--- config.mk ---
export PLATFORM = sky130hd
export DESIGN_NAME = haplotype_candidate_imputer_flat
export DESIGN_NICKNAME = d
export VERILOG_FILES = /design/src/rtl/hci_pkg.sv /design/src/rtl/hci_if.sv /design/src/rtl/haplotype_candidate_imputer.sv /design/src/flat_wrapper.sv
export SDC_FILE = /design/constraint.sdc
export NUM_CORES = 2
export LEC_CHECK = 0
export ABC_AREA = 1
export BUFFER_PORTS_ARGS = -buffer_cell sky130_fd_sc_hd__clkbuf_2
export CAP_MARGIN = 20
export CELL_PAD_IN_SITES_DETAIL_PLACEMENT = 1
export CELL_PAD_IN_SITES_GLOBAL_PLACEMENT = 2
export CORE_AREA = 2 2 408 451
export DETAILED_ROUTE_END_ITERATION = 7
export DIE_AREA = 0 0 410 453
export PLACE_DENSITY = 0.81
export REMOVE_ABC_BUFFERS = 1
export SLEW_MARGIN = 15
export SYNTH_ARGS = -nofsm -noshare
export SYNTH_HDL_FRONTEND = slang
export SYNTH_SLANG_ARGS = --single-unit
--- constraint.sdc ---
create_clock -name clk -period 25.2 [get_ports clk]
set_input_delay 6.3 -clock clk [delete_from_list [all_inputs] [get_ports clk]]
set_output_delay 6.3 -clock clk [all_outputs]
set_load 0.03 [all_outputs]
--- src/rtl/hci_pkg.sv ---
// ----------------------------------------------------------------------------
// hci_pkg: shared definitions for the haplotype candidate imputer
// Field widths, base codes, operation and status codes, FSM states and the
// base code normalizer used by the position walk.
// ----------------------------------------------------------------------------
package hci_pkg;

	localparam int OP_W     = 2;
	localparam int BASES_W  = 48;
	localparam int LEN_W    = 5;
	localparam int STATUS_W = 2;
	localparam int MIDX_W   = 4;
	localparam int CODE_W   = 3;
	localparam int DIFF_W   = 6;
	localparam int MAX_LEN  = 16;

	localparam logic [CODE_W-1:0] CODE_N     = 3'd4;
	localparam logic [CODE_W-1:0] CODE_OTHER = 3'd5;
	localparam logic [CODE_W-1:0] CODE_PAD   = 3'd7;

	typedef enum logic [OP_W-1:0] {
		OP_CLEAR  = 2'd0,
		OP_APPEND = 2'd1,
		OP_IMPUTE = 2'd2,
		OP_NOP    = 2'd3
	} op_t;

	typedef enum logic [STATUS_W-1:0] {
		ST_MATCH    = 2'd0,
		ST_NO_MATCH = 2'd1,
		ST_EMPTY    = 2'd2
	} status_t;

	typedef enum logic [1:0] {
		S_IDLE,
		S_WALK,
		S_FINAL
	} state_t;

	// Pad past the end of a string, fold unused codes onto "other".
	function automatic logic [CODE_W-1:0] code_norm(
		input logic [CODE_W-1:0] raw,
		input logic [LEN_W-1:0]  pos,
		input logic [LEN_W-1:0]  len
	);
		logic [CODE_W-1:0] c;
		if (pos >= len) begin
			c = CODE_PAD;
		end else if (raw > CODE_OTHER) begin
			c = CODE_OTHER;
		end else begin
			c = raw;
		end
		return c;
	endfunction

endpackage

--- src/rtl/hci_if.sv ---
// ----------------------------------------------------------------------------
// hci_if: channel interfaces of the haplotype candidate imputer
// Command, response and configuration channels, each a valid/ready pair
// with its payload.
// ----------------------------------------------------------------------------
interface hci_cmd_if;
	logic                        valid;
	logic                        ready;
	logic [hci_pkg::OP_W-1:0]    op;
	logic [hci_pkg::BASES_W-1:0] bases;
	logic [hci_pkg::LEN_W-1:0]   length;

	modport source (output valid, op, bases, length, input ready);
	modport sink   (input valid, op, bases, length, output ready);
endinterface

interface hci_rsp_if;
	logic                         valid;
	logic                         ready;
	logic [hci_pkg::STATUS_W-1:0] status;
	logic [hci_pkg::MIDX_W-1:0]   match_index;
	logic [hci_pkg::BASES_W-1:0]  matched_bases;
	logic [hci_pkg::LEN_W-1:0]    matched_length;

	modport source (output valid, status, match_index, matched_bases, matched_length,
		input ready);
	modport sink   (input valid, status, match_index, matched_bases, matched_length,
		output ready);
endinterface

interface hci_cfg_if;
	logic valid;
	logic ready;
	logic uniq_mode;

	modport source (output valid, uniq_mode, input ready);
	modport sink   (input valid, uniq_mode, output ready);
endinterface

--- src/rtl/haplotype_candidate_imputer.sv ---
// ----------------------------------------------------------------------------
// haplotype_candidate_imputer: catalog lookup of a haplotype by position walk
// Keeps up to MAX_HAPS haplotypes and imputes a query to the one catalog
// entry that survives a position-by-position filter and a final check.
// ----------------------------------------------------------------------------
// Clear (op 0) and append (op 1) return nothing; an append to a full
// catalog is dropped. An impute (op 2) walks L positions, where L is the
// larger of the query length and catalog slot 0's length (saturated to 16):
// each catalog slot has its own lane that shifts one 3-bit base code per
// cycle past a shared query code, and the final state then selects the
// lone survivor into the response register. An empty catalog skips the
// walk and goes straight to the final state. The response register frees
// the walk from the downstream side: a new command is taken while an
// earlier response still waits, and an impute only holds in its final
// cycle if that response has not yet left. uniq_mode is written through
// the cfg channel, which is always ready, and must only change while no
// impute is in flight.
// ----------------------------------------------------------------------------
module haplotype_candidate_imputer #(
	parameter int MAX_HAPS = 16
) (
	input  logic         clk,
	input  logic         arst_n,
	hci_cfg_if.sink      cfg,
	hci_cmd_if.sink      cmd,
	hci_rsp_if.source    rsp
);

	localparam int IDX_W = (MAX_HAPS > 1) ? $clog2(MAX_HAPS) : 1;
	localparam int CNT_W = $clog2(MAX_HAPS + 1);

	// catalog storage, one row per lane
	logic [hci_pkg::BASES_W-1:0] store_q [MAX_HAPS];
	logic [hci_pkg::LEN_W-1:0]   slen_q  [MAX_HAPS];
	logic [CNT_W-1:0]            cnt_q;

	// per-lane walk state
	logic [hci_pkg::BASES_W-1:0] work_q  [MAX_HAPS];
	logic [hci_pkg::DIFF_W-1:0]  diff_q  [MAX_HAPS];
	logic [MAX_HAPS-1:0]         alive_q;
	logic [MAX_HAPS-1:0]         mism_q;

	// query walk state
	hci_pkg::state_t             state_q, state_d;
	logic [hci_pkg::BASES_W-1:0] qbases_q;
	logic [hci_pkg::LEN_W-1:0]   qlen_q;
	logic [hci_pkg::LEN_W-1:0]   maxlen_q;
	logic [hci_pkg::LEN_W-1:0]   pos_q;
	logic                        empty_q;
	logic                        uniq_q;

	// response register
	logic                         out_valid_q;
	logic [hci_pkg::STATUS_W-1:0] status_q;
	logic [hci_pkg::MIDX_W-1:0]   midx_q;
	logic [hci_pkg::BASES_W-1:0]  mbases_q;
	logic [hci_pkg::LEN_W-1:0]    mlen_q;

	logic                         cmd_fire;
	hci_pkg::op_t                 cmd_op;
	logic [hci_pkg::LEN_W-1:0]    len_sat;
	logic [hci_pkg::LEN_W-1:0]    maxlen_start;
	logic                         walk_skip;
	logic [hci_pkg::CODE_W-1:0]   qc;
	logic                         q_is_n;
	logic [hci_pkg::CODE_W-1:0]   cc      [MAX_HAPS];
	logic [MAX_HAPS-1:0]          lane_eq;
	logic [MAX_HAPS-1:0]          keep;
	logic                         multi;
	logic                         walk_last;
	logic                         out_free;
	logic                         final_load;

	logic                         sel_mism;
	logic                         sel_diff_zero;
	logic [hci_pkg::BASES_W-1:0]  sel_bases;
	logic [hci_pkg::LEN_W-1:0]    sel_len;
	logic [IDX_W-1:0]             sel_slot;
	logic [IDX_W+hci_pkg::MIDX_W-1:0] slot_ext;
	logic                         match_ok;

	assign cfg.ready = 1'b1;
	assign cmd_op    = hci_pkg::op_t'(cmd.op);
	assign cmd_fire  = cmd.valid && cmd.ready;

	// lengths above the supported maximum saturate
	assign len_sat = (cmd.length > hci_pkg::LEN_W'(hci_pkg::MAX_LEN))
		? hci_pkg::LEN_W'(hci_pkg::MAX_LEN) : cmd.length;

	// walk length: longer of the query and catalog slot 0
	assign maxlen_start = (len_sat > slen_q[0]) ? len_sat : slen_q[0];
	assign walk_skip    = (cnt_q == '0) || (maxlen_start == '0);

	// query code at the current position comes out of the low digit
	assign qc     = hci_pkg::code_norm(qbases_q[hci_pkg::CODE_W-1:0], pos_q, qlen_q);
	assign q_is_n = (qc == hci_pkg::CODE_N);

	always_comb begin
		for (int k = 0; k < MAX_HAPS; k++) begin
			cc[k]      = hci_pkg::code_norm(work_q[k][hci_pkg::CODE_W-1:0], pos_q, slen_q[k]);
			lane_eq[k] = (cc[k] == qc);
			keep[k]    = lane_eq[k] || (uniq_q && q_is_n);
		end
	end

	// more than one survivor: clearing the lowest set bit leaves something
	assign multi     = |(alive_q & (alive_q - MAX_HAPS'(1)));
	assign walk_last = ((pos_q + hci_pkg::LEN_W'(1)) == maxlen_q);

	// alive is one-hot when it matters, so an OR over lanes selects the survivor
	always_comb begin
		sel_mism      = 1'b0;
		sel_diff_zero = 1'b0;
		sel_bases     = '0;
		sel_len       = '0;
		sel_slot      = '0;
		for (int k = 0; k < MAX_HAPS; k++) begin
			sel_mism      = sel_mism | (alive_q[k] & mism_q[k]);
			sel_diff_zero = sel_diff_zero | (alive_q[k] & (diff_q[k] == '0));
			sel_bases     = sel_bases | ({hci_pkg::BASES_W{alive_q[k]}} & store_q[k]);
			sel_len       = sel_len | ({hci_pkg::LEN_W{alive_q[k]}} & slen_q[k]);
			sel_slot      = sel_slot | (alive_q[k] ? IDX_W'(k) : '0);
		end
	end

	assign slot_ext = {{hci_pkg::MIDX_W{1'b0}}, sel_slot};
	assign match_ok = (alive_q != '0) && !multi && (uniq_q ? sel_diff_zero : !sel_mism);

	assign out_free   = !out_valid_q || rsp.ready;

	// next state and handshake
	always_comb begin
		state_d    = state_q;
		cmd.ready  = 1'b0;
		final_load = 1'b0;
		unique case (state_q)
			hci_pkg::S_IDLE: begin
				cmd.ready = 1'b1;
				if (cmd.valid && cmd_op == hci_pkg::OP_IMPUTE) begin
					state_d = walk_skip ? hci_pkg::S_FINAL : hci_pkg::S_WALK;
				end
			end
			hci_pkg::S_WALK: begin
				if (walk_last) begin
					state_d = hci_pkg::S_FINAL;
				end
			end
			hci_pkg::S_FINAL: begin
				if (out_free) begin
					final_load = 1'b1;
					state_d    = hci_pkg::S_IDLE;
				end
			end
			default: begin
				state_d = hci_pkg::S_IDLE;
			end
		endcase
	end

	// control state
	always_ff @(posedge clk or negedge arst_n) begin
		if (!arst_n) begin
			state_q     <= hci_pkg::S_IDLE;
			cnt_q       <= '0;
			uniq_q      <= 1'b0;
			alive_q     <= '0;
			out_valid_q <= 1'b0;
		end else begin
			state_q <= state_d;
			if (cfg.valid && cfg.ready) begin
				uniq_q <= cfg.uniq_mode;
			end
			if (cmd_fire) begin
				unique case (cmd_op)
					hci_pkg::OP_CLEAR: begin
						cnt_q <= '0;
					end
					hci_pkg::OP_APPEND: begin
						if (cnt_q < CNT_W'(MAX_HAPS)) begin
							cnt_q <= cnt_q + CNT_W'(1);
						end
					end
					hci_pkg::OP_IMPUTE: begin
						for (int k = 0; k < MAX_HAPS; k++) begin
							alive_q[k] <= (CNT_W'(k) < cnt_q);
						end
					end
					default: begin
					end
				endcase
			end
			// drop mismatching candidates only while several survive
			if (state_q == hci_pkg::S_WALK && multi) begin
				alive_q <= alive_q & keep;
			end
			if (final_load) begin
				out_valid_q <= 1'b1;
			end else if (rsp.ready) begin
				out_valid_q <= 1'b0;
			end
		end
	end

	// catalog rows and lane datapath
	always_ff @(posedge clk) begin
		if (cmd_fire && cmd_op == hci_pkg::OP_APPEND && cnt_q < CNT_W'(MAX_HAPS)) begin
			for (int k = 0; k < MAX_HAPS; k++) begin
				if (cnt_q == CNT_W'(k)) begin
					store_q[k] <= cmd.bases;
					slen_q[k]  <= len_sat;
				end
			end
		end
		if (cmd_fire && cmd_op == hci_pkg::OP_IMPUTE) begin
			qbases_q <= cmd.bases;
			qlen_q   <= len_sat;
			maxlen_q <= maxlen_start;
			pos_q    <= '0;
			empty_q  <= (cnt_q == '0);
			for (int k = 0; k < MAX_HAPS; k++) begin
				work_q[k] <= store_q[k];
				mism_q[k] <= 1'b0;
				diff_q[k] <= '0;
			end
		end else if (state_q == hci_pkg::S_WALK) begin
			// advance one code; zeros shift in above the packed field
			qbases_q <= qbases_q >> hci_pkg::CODE_W;
			pos_q    <= pos_q + hci_pkg::LEN_W'(1);
			for (int k = 0; k < MAX_HAPS; k++) begin
				work_q[k] <= work_q[k] >> hci_pkg::CODE_W;
				mism_q[k] <= mism_q[k] | !lane_eq[k];
				// running (equal positions) - (query positions not N)
				if (lane_eq[k] && q_is_n) begin
					diff_q[k] <= diff_q[k] + hci_pkg::DIFF_W'(1);
				end else if (!lane_eq[k] && !q_is_n) begin
					diff_q[k] <= diff_q[k] - hci_pkg::DIFF_W'(1);
				end
			end
		end
	end

	// response payload
	always_ff @(posedge clk) begin
		if (final_load) begin
			if (empty_q) begin
				status_q <= hci_pkg::ST_EMPTY;
				midx_q   <= '0;
				mbases_q <= '0;
				mlen_q   <= '0;
			end else if (match_ok) begin
				status_q <= hci_pkg::ST_MATCH;
				midx_q   <= slot_ext[hci_pkg::MIDX_W-1:0];
				mbases_q <= sel_bases;
				mlen_q   <= sel_len;
			end else begin
				status_q <= hci_pkg::ST_NO_MATCH;
				midx_q   <= '0;
				mbases_q <= '0;
				mlen_q   <= '0;
			end
		end
	end

	assign rsp.valid          = out_valid_q;
	assign rsp.status         = status_q;
	assign rsp.match_index    = midx_q;
	assign rsp.matched_bases  = mbases_q;
	assign rsp.matched_length = mlen_q;

endmodule
--- src/flat_wrapper.sv ---
// flat-port wrapper written by rule: the top's interface ports become plain ports
module haplotype_candidate_imputer_flat 
#(
	parameter int MAX_HAPS = 16
)
  (clk, arst_n, cfg_valid, cfg_uniq_mode, cfg_ready, cmd_valid, cmd_op, cmd_bases, cmd_length, cmd_ready, rsp_valid, rsp_status, rsp_match_index, rsp_matched_bases, rsp_matched_length, rsp_ready);
  hci_cfg_if cfg_i ();
  hci_cmd_if cmd_i ();
  hci_rsp_if rsp_i ();
  input  logic clk;
  input  logic arst_n;
  input wire logic [$bits(cfg_i.valid)-1:0] cfg_valid;
  input wire logic [$bits(cfg_i.uniq_mode)-1:0] cfg_uniq_mode;
  output wire logic [$bits(cfg_i.ready)-1:0] cfg_ready;
  input wire logic [$bits(cmd_i.valid)-1:0] cmd_valid;
  input wire logic [$bits(cmd_i.op)-1:0] cmd_op;
  input wire logic [$bits(cmd_i.bases)-1:0] cmd_bases;
  input wire logic [$bits(cmd_i.length)-1:0] cmd_length;
  output wire logic [$bits(cmd_i.ready)-1:0] cmd_ready;
  output wire logic [$bits(rsp_i.valid)-1:0] rsp_valid;
  output wire logic [$bits(rsp_i.status)-1:0] rsp_status;
  output wire logic [$bits(rsp_i.match_index)-1:0] rsp_match_index;
  output wire logic [$bits(rsp_i.matched_bases)-1:0] rsp_matched_bases;
  output wire logic [$bits(rsp_i.matched_length)-1:0] rsp_matched_length;
  input wire logic [$bits(rsp_i.ready)-1:0] rsp_ready;
  assign cfg_i.valid = cfg_valid;
  assign cfg_i.uniq_mode = cfg_uniq_mode;
  assign cfg_ready = cfg_i.ready;
  assign cmd_i.valid = cmd_valid;
  assign cmd_i.op = cmd_op;
  assign cmd_i.bases = cmd_bases;
  assign cmd_i.length = cmd_length;
  assign cmd_ready = cmd_i.ready;
  assign rsp_valid = rsp_i.valid;
  assign rsp_status = rsp_i.status;
  assign rsp_match_index = rsp_i.match_index;
  assign rsp_matched_bases = rsp_i.matched_bases;
  assign rsp_matched_length = rsp_i.matched_length;
  assign rsp_i.ready = rsp_ready;
  haplotype_candidate_imputer #(.MAX_HAPS(MAX_HAPS)) u_core (.clk(clk), .arst_n(arst_n), .cfg(cfg_i), .cmd(cmd_i), .rsp(rsp_i));
endmodule
==> results.md <==
- Clock Power Share: 23.4%
- Floorplan Core Area: 180,800 µm²
- Number of enable flip-flop cells after synthesis: 1,803
- Data required time of the worst path: 25,900 ps
- Syn avg cell area: 12.05 µm²
- Post-layout total power: 11.95 mW
- Maximum buffer depth of the clock tree: 3
- Hold violation count in the final report: 0
- Sequential share of power: 42.8%
- Cell-internal power: 7.465 mW
- Die area: 185,700 µm²
- Dpl ws: 13,290 ps
- Type of origin of the critical path: input port
- Estimated wirelength of the detail-placed design: 156.1 mm
- Setup clock skew after layout: 26.75 ps
- Clock tree from TritonCTS: built
- Setup-violating endpoint count in the final report: 0
- Period utilization: 44.01%
- Chip Width: 410 µm
- Num CTS Buffers: 193
- Min setup slack post-route: 14,110 ps
- Number of setup buffers added after CTS: 0
- Yosys Warn Count: 0
- Wire length of the first global-routing pass: 362.6 mm
- Relative slew slack: 15.93%
- Post-synth ARST share: 1.333%
- Gates resized, CTS repair: 0
- Clk Latency, worst-skew pair: 850 ps
- Number of vias per cell after detailed routing: 5.702
- Die height: 453 µm
- Area Growth Syn to Fin: 12.14%
- Via count: 52,930
- Initial core utilization: 43.89%
- Global router's overall resource usage: 26.54%
- Number of cells traversed by the worst register-to-register path: 10
- Routed wire length: 248.9 mm
- H-tree depth: 4
- Area of the multi-input gates: 20,740 µm²
- Top Ports: 123
- RR Endpoint: u_core.qbases_q[23]
- Main flop type after synthesis: sky130_fd_sc_hd__edfxtp_1
- Status: complete, no violations
- Maximum number of pins on one net before global-route repair: 177
- Total DRC errors in the routed layout: 0
- Root buffer cell: sky130_fd_sc_hd__clkbuf_16
- Cells after synthesis: 6,583
- GP Congestion: 0.8703
- Count of cell types in the netlist: 53
- Total of hold buffers inserted after clock tree synthesis: 0
- Antenna violations before repair: 13
- 1st-iter DRT viols: 4,565
- Worst min-delay path category: flop to flop
- Critical Path AT: 11,790 ps
- Time the final worst path needs with I/O delays and setup: 11,090 ps
- Switching power of the nets: 4.485 mW
- Origin of the critical flop-to-flop path: u_core.state_q[1]
- Sequential area share after synthesis: 70.23%
- GRT Residual Overflow: 0
- Number of max-capacitance violations reported: 0
- Area of the mapped netlist: 79,350 µm²
- Category of the critical setup timing path: input port to flop
- Worst hold path startpoint: u_core.mism_q[9]
- Clock-pin transition on the worst setup and hold timing paths: 60 ps
- Count of filler cells inserted in the layout: 18,530
- Worst slew pin tran: 1250 ps
- Leak pwr: 34.30 nW
- Maximum resistive drop on vdd: 0.1162 mV
- Combined flip-flop and latch cell area: 55,770 µm²
- End point of the worst hold path: u_core.mism_q[9]
- Combinational share of power: 33.8%
- Area contributors post-synth: sky130_fd_sc_hd__edfxtp_1 68%, sky130_fd_sc_hd__nand2_1 9.9%, sky130_fd_sc_hd__a22o_1 4.0%
- P per Cell Area: 134.3 nW/µm²
- Remaining antenna violation count after routing: 0
- Setup repair after global routing missed its margin: false
- Reg2reg setup slack: 19,370 ps
- Switching fraction of total power: 37.53%
- Final-layout setup total negative slack: 0 ps
- Top cell type's share of synthesized area: 68.23%
- Instance count along the most critical hold path: 2
- Std-Cell Rows: 164
- Biggest area consumer among synthesized cells: sky130_fd_sc_hd__edfxtp_1
- # clock sinks: 1,876
- Drt wl/cell: 26.81 µm
- Number of iterations in the first detailed-routing pass: 5
- Number of register bits inferred by synthesis: 1,876
- Max Clock Freq: 0.09017 GHz
- Max-slew violation total from the final report: 0
- Critical path peak fanout: 120
- Share of layout cells above drive strength 1: 8.630%
- Critical Path End Type: flop
- Port buffer count: 121
- Total Nets Final: 6,941
- Number of global-route vias before repair: 55,470
power groups by stage:
| stage | Clock [mW] | Sequential [mW] | Combinational (mW) |
|---|---|---|---|
| global placement | 0 | 5.13 | 3.85 |
| detailed placement | 0 | 5.17 | 4.00 |
| finish | 2.80 | 5.12 | 4.04 |
| global route | 2.94 | 5.18 | 4.44 |
| CTS | 2.84 | 5.11 | 4.03 |
| floorplan | 0 | 5.44 | 2.55 |
cell type report:
cell class / instances / share of cell area [%]
flip-flops and latches: 1876 / 62.67
multi-input cells: 3942 / 23.31
clock inverters: 110 / 1.069
well taps: 2407 / 3.385
repair buffers: 235 / 1.777
clock buffers: 248 / 5.809
diodes: 6 / 0.01687
inverters: 460 / 1.957
metrics by stage:
stage,utilization (%),instance area [µm²],hold WS (ps),cells
finish,49.22,88980,464.0,9284
global route,49.21,88970,483.2,9278
CTS,49.16,88880,469.1,9274
detailed placement,45.78,82760,453.5,8916
floorplan,-,78040,426.2,6278
global placement,45.77,82740,443.5,8915
cells by family (layout without fill, tap and decap cells):
kind of cell    Yosys count  after routing  share of synthesized area (%)
compound gates          891            891                          7.869
xor+xnor                 69             69                         0.7616
fa+ha+maj               172            172                          2.854
buf+inv                 765           1053                          3.819
flops                  1876           1876                          70.23
other cells               1              7                       0.004726
simple gates           2809           2809                          14.46
flip-flops by register name, summed over array words and instances (netlist names):
| register | flops |
|---|---|
| u_core.rsp.match_index | 4 |
| u_core.mism_q | 16 |
| u_core.rsp.valid | 1 |
| u_core.diff_q | 96 |
| u_core.slen_q | 80 |
| u_core.rsp.matched_bases | 48 |
| u_core.store_q | 768 |
| u_core.qlen_q | 5 |
| u_core.alive_q | 16 |
| u_core.pos_q | 5 |
| u_core.rsp.matched_length | 5 |
| u_core.maxlen_q | 5 |
| u_core.cnt_q | 5 |
| u_core.uniq_q | 1 |
| u_core.qbases_q | 48 |
| u_core.empty_q | 1 |
| u_core.state_q | 2 |
| u_core.rsp.status | 2 |
| u_core.work_q | 768 |
how the worst max path moves through the flow:
| stage | endpoint | cells after the start | startpoint | slack, ps |
|---|---|---|---|---|
| after global placement | u_core.qbases_q[23] | 9 | cmd_op[1] | 12920 |
| final | u_core.qbases_q[23] | 10 | cmd_op[1] | 14110 |
| after global routing | u_core.qbases_q[23] | 10 | cmd_op[1] | 13840 |
| after CTS | u_core.work_q[1][212] | 9 | cmd_op[1] | 14200 |
| after floorplan | u_core.qbases_q[0] | 6 | cmd_valid | -16270 |
| after detailed placement | u_core.qbases_q[23] | 9 | cmd_op[1] | 13290 |
synthesized netlist by cell type, types with 9 or more instances:
master                         n
sky130_fd_sc_hd__a2111oi_0    10
sky130_fd_sc_hd__a21o_1        9
sky130_fd_sc_hd__a21oi_1     205
sky130_fd_sc_hd__a221oi_1     17
sky130_fd_sc_hd__a22o_1      359
sky130_fd_sc_hd__buf_1        22
sky130_fd_sc_hd__buf_2        91
sky130_fd_sc_hd__clkbuf_1    185
sky130_fd_sc_hd__dfrtp_1      25
sky130_fd_sc_hd__dfxtp_1      48
sky130_fd_sc_hd__edfxtp_1   1803
sky130_fd_sc_hd__fa_1         15
sky130_fd_sc_hd__ha_1        157
sky130_fd_sc_hd__inv_1       441
sky130_fd_sc_hd__inv_2        16
sky130_fd_sc_hd__nand2_1    2097
sky130_fd_sc_hd__nand3_1     136
sky130_fd_sc_hd__nand4_1     190
sky130_fd_sc_hd__nor2_1      278
sky130_fd_sc_hd__nor3_1       30
sky130_fd_sc_hd__nor4_1       43
sky130_fd_sc_hd__o2111ai_1    16
sky130_fd_sc_hd__o211ai_1     11
sky130_fd_sc_hd__o21a_1       11
sky130_fd_sc_hd__o21ai_0     161
sky130_fd_sc_hd__o21ai_1      11
sky130_fd_sc_hd__o221ai_1     12
sky130_fd_sc_hd__o22ai_1      43
sky130_fd_sc_hd__or2_2        12
sky130_fd_sc_hd__xnor2_1       9
sky130_fd_sc_hd__xor2_1       60
placed cells by master (no fill, tap or decap), drive strengths merged, types with 6 or more instances in the layout:
cell type	instances
a32o	7
nor2	286
o2111ai	16
diode	6
nand2	2100
fa	15
clkinv	90
inv	465
o22ai	43
a21oi	206
a2111oi	10
clkbuf	369
buf	113
bufinv	10
dfxtp	48
nand3	138
nor3	30
nor4	43
a221oi	17
edfxtp	1803
or2	12
dfrtp	25
o221ai	12
nand4	190
o21a	11
a22o	359
o21ai	174
o211ai	11
ha	157
xnor2	9
xor2	60
a21o	9
critical path: stages:
cell and delay [ps]:
sky130_fd_sc_hd__clkbuf_2 90, sky130_fd_sc_hd__inv_1 50, sky130_fd_sc_hd__nor2_2 740, sky130_fd_sc_hd__nand2_4 640, sky130_fd_sc_hd__inv_8 740, sky130_fd_sc_hd__buf_4 870
sky130_fd_sc_hd__buf_4 850, sky130_fd_sc_hd__buf_4 910, sky130_fd_sc_hd__nand2_1 150, sky130_fd_sc_hd__nand2_1 120
layer usage:
metal	GRT usage, %	vias to the layer above	share of wire, %
li1	-	23610	-
met1	33.89	27150	41
met2	44.90	1659	49
met3	3.563	509	5.3
met4	12.37	12	4.9
met5	0	-	0.029
No activity file was read; power rests on OpenSTA's default activity.
